[config.mk]
export PLATFORM = sky130hd
export DESIGN_NAME = contiguous_page_allocator
export DESIGN_NICKNAME = d
export VERILOG_FILES = /design/src/cpa_pkg.sv /design/src/cpa_ram.sv /design/src/contiguous_page_allocator.sv
export SDC_FILE = /design/constraint.sdc
export NUM_CORES = 2
export LEC_CHECK = 0
export ABC_AREA = 1
export BUFFER_PORTS_ARGS = -buffer_cell sky130_fd_sc_hd__clkbuf_2
export CORE_AREA = 4 4 432 434
export CTS_CLUSTER_SIZE = 10
export DETAILED_ROUTE_END_ITERATION = 8
export DIE_AREA = 0 0 436 438
export PLACE_DENSITY_LB_ADDON = 0.05
export SYNTH_ARGS = -nofsm -noshare
export SYNTH_HDL_FRONTEND = slang
export SYNTH_SLANG_ARGS = --single-unit
[constraint.sdc]
create_clock -name clk -period 6.38 [get_ports clk]
set_clock_uncertainty 0.05 [all_clocks]
set_input_delay 0.957 -clock clk [delete_from_list [all_inputs] [get_ports clk]]
set_output_delay 0.957 -clock clk [all_outputs]
set_load 0.1 [all_outputs]
[src/cpa_pkg.sv]
// shared types and constants of the contiguous page allocator
package cpa_pkg;

	localparam int NUM_PAGES_DEF  = 64;
	localparam int PAGE_BYTES_DEF = 4096;

	localparam int REQ_BYTES_W = 20;
	localparam int ADDR_W      = 16;
	localparam int PAGES_OUT_W = 11;
	localparam int BYTES_OUT_W = 21;

	// allocation address is (start page + ADDR_OFFSET) << ADDR_SHIFT
	localparam int ADDR_OFFSET = 14;
	localparam int ADDR_SHIFT  = 3;

	typedef enum logic [0:0] {
		OP_ALLOC = 1'b0,
		OP_FREE  = 1'b1
	} op_t;

	typedef enum logic [2:0] {
		ST_ALLOCATED = 3'd0,
		ST_TOO_LARGE = 3'd1,
		ST_NO_RUN    = 3'd2,
		ST_FREED     = 3'd3,
		ST_NOT_FOUND = 3'd4
	} status_t;

	typedef struct packed {
		op_t                     op;
		logic [REQ_BYTES_W-1:0]  request_bytes;
		logic [ADDR_W-1:0]       free_address;
	} req_t;

	typedef struct packed {
		status_t                 status;
		logic [ADDR_W-1:0]       address;
		logic [PAGES_OUT_W-1:0]  pages_free;
		logic [BYTES_OUT_W-1:0]  bytes_free;
	} rsp_t;

endpackage

[src/cpa_ram.sv]
// generic single-port-write, single-port-read ram with registered read data
module cpa_ram #(
	parameter int WIDTH = 8,
	parameter int DEPTH = 16,
	localparam int AW = (DEPTH > 1) ? $clog2(DEPTH) : 1
) (
	input  logic             clk,
	input  logic             we,
	input  logic [AW-1:0]    waddr,
	input  logic [WIDTH-1:0] wdata,
	input  logic [AW-1:0]    raddr,
	output logic [WIDTH-1:0] rdata
);

	logic [WIDTH-1:0] mem [DEPTH];

	always_ff @(posedge clk) begin
		if (we) begin
			mem[waddr] <= wdata;
		end
		rdata <= mem[raddr];
	end

endmodule

[src/contiguous_page_allocator.sv]
// top level of the first-fit contiguous page allocator
//
// One request is taken at a time and gives one response. Each page has a record
// of used bit, tag, run length and byte count. All records sit in one ram with a
// registered read. After reset a clearing pass marks every record unused, and
// requests stall meanwhile. An allocate works out its page count with a
// reciprocal multiply (DIVIDE) and checks the free counts (CHECK). It then reads
// the used bits from page 0 to find the first free run (one page per cycle).
// Last it writes the run record into every page of the run (one page per
// cycle). A free computes the start page from the address and reads that
// page's record (LOOKUP, MATCH). It then clears the used bit of each page of
// the run (one per cycle). The DONE state then loads the response register;
// it waits there while a previous response is still held under stall.
module contiguous_page_allocator
	import cpa_pkg::*;
#(
	parameter int NUM_PAGES  = NUM_PAGES_DEF,
	parameter int PAGE_BYTES = PAGE_BYTES_DEF
) (
	input  logic clk,
	input  logic arst_n,
	input  logic req_valid,
	output logic req_stall,
	input  req_t req,
	output logic rsp_valid,
	input  logic rsp_stall,
	output rsp_t rsp
);

	localparam int IDX_W  = (NUM_PAGES > 1) ? $clog2(NUM_PAGES) : 1;
	localparam int CNT_W  = $clog2(NUM_PAGES + 1);
	localparam longint TOTAL_BYTES = longint'(NUM_PAGES) * longint'(PAGE_BYTES);
	localparam int BYTE_W = $clog2(TOTAL_BYTES + 1);
	localparam int CMP_W  = (BYTE_W > REQ_BYTES_W) ? BYTE_W : REQ_BYTES_W;
	localparam int NEED_W = REQ_BYTES_W + 1;
	localparam int RCP_SH = REQ_BYTES_W + $clog2(PAGE_BYTES);
	localparam int RCP_W  = REQ_BYTES_W + 1;
	localparam int PROD_W = REQ_BYTES_W + RCP_W;
	localparam longint RCP = ((longint'(1) << RCP_SH) + longint'(PAGE_BYTES) - longint'(1))
	                         / longint'(PAGE_BYTES);
	localparam int REC_W  = 1 + ADDR_W + CNT_W + REQ_BYTES_W;
	localparam int PIDX_W = ADDR_W - ADDR_SHIFT;

	typedef enum logic [3:0] {
		CLEAR,
		IDLE,
		DIVIDE,
		CHECK,
		SCAN,
		FILL,
		LOOKUP,
		MATCH,
		RELEASE,
		DONE
	} state_t;

	state_t                 state_q;
	req_t                   req_q;
	logic [CNT_W-1:0]       free_pages_q;
	logic [BYTE_W-1:0]      free_bytes_q;
	logic [NEED_W-1:0]      need_q;
	logic [IDX_W-1:0]       scan_idx_q;
	logic [CNT_W-1:0]       run_q;
	logic [IDX_W-1:0]       walk_idx_q;
	logic [CNT_W-1:0]       walk_cnt_q;
	status_t                status_q;
	logic [ADDR_W-1:0]      addr_q;
	logic                   rsp_valid_q;
	rsp_t                   rsp_q;

	// page count from a multiply by the rounded-up reciprocal of PAGE_BYTES
	logic [PROD_W-1:0] need_prod;

	assign need_prod = PROD_W'(req_q.request_bytes) * PROD_W'(RCP);

	// record ram: used bit, tag, run pages, run bytes
	logic             ram_we;
	logic [IDX_W-1:0] ram_raddr;
	logic [REC_W-1:0] ram_wdata;
	logic [REC_W-1:0] ram_rdata;
	logic                   rec_used;
	logic [ADDR_W-1:0]      rec_tag;
	logic [CNT_W-1:0]       rec_pages;
	logic [REQ_BYTES_W-1:0] rec_bytes;

	// first-fit scan step
	logic             scan_used;
	logic [CNT_W-1:0] need_cnt;
	logic [CNT_W-1:0] run_next;
	logic             scan_found;
	logic             scan_last;
	logic [IDX_W-1:0] run_start;
	logic [ADDR_W-1:0] run_tag;

	// scan data arrives the cycle after its read, page scan_idx_q is on rdata
	assign scan_used  = rec_used;
	assign need_cnt   = CNT_W'(need_q);
	assign run_next   = scan_used ? '0 : run_q + CNT_W'(1);
	assign scan_found = !scan_used && (run_next == need_cnt);
	assign scan_last  = scan_idx_q == IDX_W'(NUM_PAGES - 1);
	assign run_start  = scan_idx_q - IDX_W'(need_cnt - CNT_W'(1));
	assign run_tag    = ADDR_W'((32'(run_start) + 32'(ADDR_OFFSET)) << ADDR_SHIFT);

	// start page implied by a free address
	logic [PIDX_W-1:0] free_page;
	logic              free_page_ok;
	logic [IDX_W-1:0]  free_idx;

	assign free_page    = req_q.free_address[ADDR_W-1:ADDR_SHIFT] - PIDX_W'(ADDR_OFFSET);
	assign free_page_ok = (req_q.free_address[ADDR_SHIFT-1:0] == '0)
	                   && (req_q.free_address[ADDR_W-1:ADDR_SHIFT] >= PIDX_W'(ADDR_OFFSET))
	                   && (free_page < PIDX_W'(NUM_PAGES));
	assign free_idx     = IDX_W'(free_page);

	assign ram_we    = (state_q == FILL) || (state_q == RELEASE) || (state_q == CLEAR);
	assign ram_raddr = (state_q == LOOKUP) ? free_idx
	                 : ((state_q == SCAN) ? scan_idx_q + IDX_W'(1) : '0);
	assign ram_wdata = (state_q == FILL) ? {1'b1, addr_q, need_cnt, req_q.request_bytes} : '0;
	assign rec_used  = ram_rdata[REC_W-1];
	assign rec_tag   = ram_rdata[REC_W-2 -: ADDR_W];
	assign rec_pages = ram_rdata[REQ_BYTES_W +: CNT_W];
	assign rec_bytes = ram_rdata[REQ_BYTES_W-1:0];

	cpa_ram #(
		.WIDTH(REC_W),
		.DEPTH(NUM_PAGES)
	) u_rec_ram (
		.clk   (clk),
		.we    (ram_we),
		.waddr (walk_idx_q),
		.wdata (ram_wdata),
		.raddr (ram_raddr),
		.rdata (ram_rdata)
	);

	always_ff @(posedge clk or negedge arst_n) begin
		if (!arst_n) begin
			state_q      <= CLEAR;
			walk_idx_q   <= '0;
			free_pages_q <= CNT_W'(NUM_PAGES);
			free_bytes_q <= BYTE_W'(TOTAL_BYTES);
			rsp_valid_q  <= 1'b0;
		end else begin
			if (rsp_valid_q && !rsp_stall && (state_q != DONE)) begin
				rsp_valid_q <= 1'b0;
			end
			unique case (state_q)
				CLEAR: begin
					walk_idx_q <= walk_idx_q + IDX_W'(1);
					if (walk_idx_q == IDX_W'(NUM_PAGES - 1)) begin
						state_q <= IDLE;
					end
				end
				IDLE: begin
					if (req_valid) begin
						req_q   <= req;
						addr_q  <= '0;
						state_q <= (req.op == OP_FREE) ? LOOKUP : DIVIDE;
					end
				end
				DIVIDE: begin
					need_q  <= NEED_W'(need_prod >> RCP_SH) + NEED_W'(1);
					state_q <= CHECK;
				end
				CHECK: begin
					scan_idx_q <= '0;
					run_q      <= '0;
					if ((CMP_W'(req_q.request_bytes) > CMP_W'(free_bytes_q))
					    || (need_q > NEED_W'(free_pages_q))) begin
						status_q <= ST_TOO_LARGE;
						state_q  <= DONE;
					end else if (need_q > NEED_W'(NUM_PAGES)) begin
						status_q <= ST_NO_RUN;
						state_q  <= DONE;
					end else begin
						state_q <= SCAN;
					end
				end
				SCAN: begin
					run_q      <= run_next;
					scan_idx_q <= scan_idx_q + IDX_W'(1);
					if (scan_found) begin
						walk_idx_q   <= run_start;
						walk_cnt_q   <= need_cnt;
						addr_q       <= run_tag;
						free_pages_q <= free_pages_q - need_cnt;
						free_bytes_q <= free_bytes_q - BYTE_W'(req_q.request_bytes);
						state_q      <= FILL;
					end else if (scan_last) begin
						status_q <= ST_NO_RUN;
						state_q  <= DONE;
					end
				end
				FILL: begin
					walk_idx_q <= walk_idx_q + IDX_W'(1);
					walk_cnt_q <= walk_cnt_q - CNT_W'(1);
					if (walk_cnt_q == CNT_W'(1)) begin
						status_q <= ST_ALLOCATED;
						state_q  <= DONE;
					end
				end
				LOOKUP: begin
					walk_idx_q <= free_idx;
					// record read issued here lands in MATCH
					if (free_page_ok) begin
						state_q <= MATCH;
					end else begin
						status_q <= ST_NOT_FOUND;
						state_q  <= DONE;
					end
				end
				MATCH: begin
					if (rec_used && (rec_tag == req_q.free_address)) begin
						walk_cnt_q   <= rec_pages;
						free_pages_q <= free_pages_q + rec_pages;
						free_bytes_q <= free_bytes_q + BYTE_W'(rec_bytes);
						state_q      <= RELEASE;
					end else begin
						status_q <= ST_NOT_FOUND;
						state_q  <= DONE;
					end
				end
				RELEASE: begin
					walk_idx_q <= walk_idx_q + IDX_W'(1);
					walk_cnt_q <= walk_cnt_q - CNT_W'(1);
					if ((walk_cnt_q <= CNT_W'(1)) || (walk_idx_q == IDX_W'(NUM_PAGES - 1))) begin
						status_q <= ST_FREED;
						state_q  <= DONE;
					end
				end
				DONE: begin
					if (!rsp_valid_q || !rsp_stall) begin
						rsp_q.status     <= status_q;
						rsp_q.address    <= addr_q;
						rsp_q.pages_free <= PAGES_OUT_W'(free_pages_q);
						rsp_q.bytes_free <= BYTES_OUT_W'(free_bytes_q);
						rsp_valid_q      <= 1'b1;
						state_q          <= IDLE;
					end
				end
				default: begin
					state_q <= IDLE;
				end
			endcase
		end
	end

	assign req_stall = state_q != IDLE;
	assign rsp_valid = rsp_valid_q;
	assign rsp       = rsp_q;

`ifndef NO_ASSERTIONS
	// a stalled response holds still
	a_rsp_hold: assert property (@(posedge clk) disable iff (!arst_n)
		(rsp_valid_q && rsp_stall) |=> (rsp_valid_q && $stable(rsp_q)))
		else $error("stalled response changed");

	a_pages_bounded: assert property (@(posedge clk) disable iff (!arst_n)
		free_pages_q <= CNT_W'(NUM_PAGES))
		else $error("free page count above table size");

	// a successful allocation always reports a nonzero address
	a_alloc_addr: assert property (@(posedge clk) disable iff (!arst_n)
		(rsp_valid_q && (rsp_q.status == ST_ALLOCATED)) |-> (rsp_q.address != '0))
		else $error("allocation reported with zero address");

	// fill and release walks never run while a request is being taken
	a_walk_only_busy: assert property (@(posedge clk) disable iff (!arst_n)
		((state_q == FILL) || (state_q == RELEASE)) |-> req_stall)
		else $error("page walk while accepting requests");
`endif

endmodule

==> results.sh <==
export IMPL_globalRouteOverflowTotal=0
export IMPL_antenna_violating_nets_remaining=0
export IMPL_yosysUniqueCellTypes=44
export IMPL_worst_hold_path_num_cells=1
export IMPL_postSynthRegisterBits=2358
export IMPL_yosysWarnings=0
export IMPL_status="finished clean"
export IMPL_dr_total_vias=72200
export IMPL_post_synth_edffs=2287
export IMPL_die_area_um2=191000
export IMPL_via_per_inst=6.02
export IMPL_worst_setup_path_start_kind="register"
export IMPL_placed_cells_incl_taps=11600
export IMPL_die_width_um=436
export IMPL_place_worst_setup_slack_ns=2.05
export IMPL_critical_path_s_top_delay_family="simple AND/OR/NAND/NOR gates"
export IMPL_rrSetupSlack_ns=1.86
export IMPL_critical_path_slowest_cell="sky130_fd_sc_hd__nand3_4"
export IMPL_syn_cell_area_um2=104000
export IMPL_ff2ff_path_depth=12
export IMPL_postSynth_asyncResetShare_pct=1.57
export IMPL_synth_largest_type_area_fraction_pct=66.2
export IMPL_layout_cells_most_common_list="2287 x sky130_fd_sc_hd__edfxtp_1, 2045 x sky130_fd_sc_hd__nand2_1, 1835 x sky130_fd_sc_hd__nand3_1, 1329 x sky130_fd_sc_hd__inv_1, 550 x sky130_fd_sc_hd__nand3b_1"
export IMPL_crit_top_cell="sky130_fd_sc_hd__nand3_1"
export IMPL_critical_path_endpoint_type="register"
export IMPL_setup_viol=0
export IMPL_chipHeight_um=438
export IMPL_layoutNonFillerInstCount=12000
export IMPL_top_level_pins=94
export IMPL_drt_pass1_iter_count=8
export IMPL_worstReg2RegEnd="u_rec_ram.rdata[18]$_DFF_P_"
export IMPL_total_drc_errors_in_the_routed_layout=0
export IMPL_clkTransAtPathRegs_ns=0.06
export IMPL_grt_max_degree=201
export IMPL_nNetsFinal=9585
export IMPL_global_route_wire_length_before_repair_mm=466
export IMPL_crit_chain="inv_2, nor2_4, nand3_4, buf_12, buf_12, nand3b_1, nand3_1, nand3_1, nand3_1, nand3_1, nand3_1, nand2_1"
export IMPL_yosys_top_cells_area="sky130_fd_sc_hd__edfxtp_1 66%, sky130_fd_sc_hd__nand3_1 8.8%, sky130_fd_sc_hd__nand2_1 7.4%"
export IMPL_ir_drop_mv=0.229
export IMPL_critical_path_startpoint="state_q[2]$_DFFE_PN0P_"
export IMPL_timing_hold_worst_endpoint="req_q[0]$_DFFE_PP_"
export IMPL_average_detailed_routed_wire_length_per_instance_um=26.8
export IMPL_synth_cells=9459
export IMPL_seq_area_frac_synth_pct=67.7
export IMPL_tritoncts_clock_tree="done"
export IMPL_period_share_pct=70.9
export IMPL_rr_startpoint="state_q[2]$_DFFE_PN0P_"
export IMPL_htree_levels=5
export IMPL_critical_path_arrival_ns=5.31
export IMPL_pwrdens_nw_per_um2=271
export IMPL_clock_path_buffers=4
export IMPL_drt_iter0_drc=9679
export IMPL_detailedPlacementHpwl_mm=173
export IMPL_fin_crit_ns=4.52
export IMPL_worstHoldStart="req[0]"
export IMPL_kind_of_path_behind_the_tightest_hold_check="input port to register"
export IMPL_final_common_cell="sky130_fd_sc_hd__edfxtp_1"
export IMPL_coreArea_um2=183000
export IMPL_std_cell_rows=157
export IMPL_fin_worst_hold_slack_ns=0.174
export IMPL_drive_above_1_share_pct=7.33
export IMPL_critPathMaxFanout=180
export IMPL_drv_slew=0
export IMPL_grt_antenna_before_repair=10
export IMPL_max_freq_ghz=0.221
export IMPL_first_global_vias=67400
export IMPL_initial_utilization_pct=56.8
export IMPL_cap_violations=0
export IMPL_post_synth_cell_area_avg_um2=11.0
export IMPL_port_buffers=78
export IMPL_postCtsResizedCells=0
export IMPL_synthDominantAreaCellType="sky130_fd_sc_hd__edfxtp_1"
export IMPL_relSlewSlack_pct=2.29
export IMPL_dominantRegCellSynth="sky130_fd_sc_hd__edfxtp_1"
export IMPL_report_final_hold_viol_count=0
export IMPL_criticalPathCategory="register to register"
export IMPL_largest_stage_delay_on_the_critical_path_ns=0.59
export IMPL_cts_root_buf="sky130_fd_sc_hd__clkbuf_16"
export IMPL_clk_insertion_delay_late_ns=0.92
export IMPL_synthToLayoutAreaGrowth_pct=11.0
export IMPL_gr_usage_all_layers_pct=33.2
export IMPL_num_cts_buffers=289
export IMPL_routed_wirelength_mm=321
export IMPL_grt_setup_unrepaired="no"
export IMPL_timing_final_ws_setup_ns=1.86
export IMPL_clock_sinks=2358
export IMPL_cp_required_ns=7.17
export IMPL_tns_ns=0
export IMPL_max_slew_worst_pin_slew_ns=1.46
export IMPL_static_leakage_power_nw=44.6
export IMPL_gp_congestion=0.888
export IMPL_postLayoutCoreUtil_pct=63.1
export IMPL_buf_inv_on_cp=3
[kinds of logic after synthesis]
logic type,count (synthesis),synth area share [%]
AOI/OAI and AO/OA,357,2.30
xor gates and xnor gates,49,0.413
adders and majority gates,73,0.902
buffers and inverters,1935,7.38
DFF,2358,67.7
other,1,0.00361
and+or+nand+nor,4686,21.3
[through the flow]
step                      total power [mW]  instance area [µm²]
after floorplan                       17.1               104000
after global placement                17.1               107000
after detailed placement              17.1               107000
after CTS                             31.4               115000
after global routing                  32.0               115000
final                                 31.2               115000
[final cells by class]
type	count	area (µm²)
sequential	2358	70300
fill	14400	67500
multi-input combinational	5180	26500
clock buffer	410	7870
inverter	1370	5180
tap	2385	2980
timing repair buffer	272	2270
clock inverter	11	116
antenna	5	12.5
[Yosys cell counts, types with 3 or more instances]
| cell | count |
|---|---|
| sky130_fd_sc_hd__edfxtp_1 | 2287 |
| sky130_fd_sc_hd__nand2_1 | 2047 |
| sky130_fd_sc_hd__nand3_1 | 1835 |
| sky130_fd_sc_hd__inv_1 | 1361 |
| sky130_fd_sc_hd__nand3b_1 | 550 |
| sky130_fd_sc_hd__buf_2 | 248 |
| sky130_fd_sc_hd__clkbuf_1 | 241 |
| sky130_fd_sc_hd__o211ai_1 | 211 |
| sky130_fd_sc_hd__nor2_1 | 190 |
| sky130_fd_sc_hd__ha_1 | 70 |
| sky130_fd_sc_hd__o21ai_0 | 62 |
| sky130_fd_sc_hd__a21oi_1 | 57 |
| sky130_fd_sc_hd__buf_1 | 56 |
| sky130_fd_sc_hd__dfrtp_1 | 35 |
| sky130_fd_sc_hd__xor2_1 | 35 |
| sky130_fd_sc_hd__dfxtp_1 | 34 |
| sky130_fd_sc_hd__nor3_1 | 25 |
| sky130_fd_sc_hd__nand4_1 | 23 |
| sky130_fd_sc_hd__buf_4 | 18 |
| sky130_fd_sc_hd__xnor2_1 | 14 |
| sky130_fd_sc_hd__inv_2 | 8 |
| sky130_fd_sc_hd__o21bai_1 | 5 |
| sky130_fd_sc_hd__a21o_1 | 4 |
| sky130_fd_sc_hd__a31oi_1 | 4 |
| sky130_fd_sc_hd__nor4_1 | 4 |
| sky130_fd_sc_hd__o221ai_1 | 4 |
| sky130_fd_sc_hd__or2_2 | 4 |
| sky130_fd_sc_hd__fa_1 | 3 |
| sky130_fd_sc_hd__nand2_2 | 3 |
[how the worst max path moves through the flow]
stage	to	slack [ns]	cells after the start
floorplan	u_rec_ram.mem[50][0]$_DFFE_PP_	0.22	8
global placement	u_rec_ram.rdata[33]$_DFF_P_	2.05	14
detailed placement	u_rec_ram.rdata[33]$_DFF_P_	2.05	14
CTS	u_rec_ram.rdata[33]$_DFF_P_	2.05	14
global route	u_rec_ram.rdata[17]$_DFF_P_	1.79	11
finish	u_rec_ram.rdata[18]$_DFF_P_	1.86	12
[metal layers]
layer  routed length [µm]  up-vias  global-route usage, %
met4                10900        6                   11.1
met3                36000      697                   7.02
met1               132000    35200                   48.1
li1                     -    32200                      -
met2               143000     4118                   50.4
met5                   46        -                      0
[sequential cells by signal, indices dropped and copies added, names as in the netlist]
register and flops:
addr_q 7, free_bytes_q 19, free_pages_q 7, need_q 9, req_q 36, rsp 36, rsp_valid 1, run_q 7
scan_idx_q 6, state_q 4, status_q 3, u_rec_ram.mem 2176, u_rec_ram.rdata 34, walk_cnt_q 7, walk_idx_q 6
[power by group]
| group | switching (mW) | total (mW) | internal [mW] |
|---|---|---|---|
| sequential | 0.0000000000000000116 | 16.7 | 16.7 |
| combinational | 0.0498 | 0.0594 | 0.00960 |
| clock | 5.97 | 14.5 | 8.48 |
| total | 6.02 | 31.2 | 25.2 |
[what timing repair did]
item                      4_1_cts  5_1_grt
hold endpoints to repair        4        0
setup buffers                   0        0
hold buffers                    1        0
(Power assumes the default switching activity.)
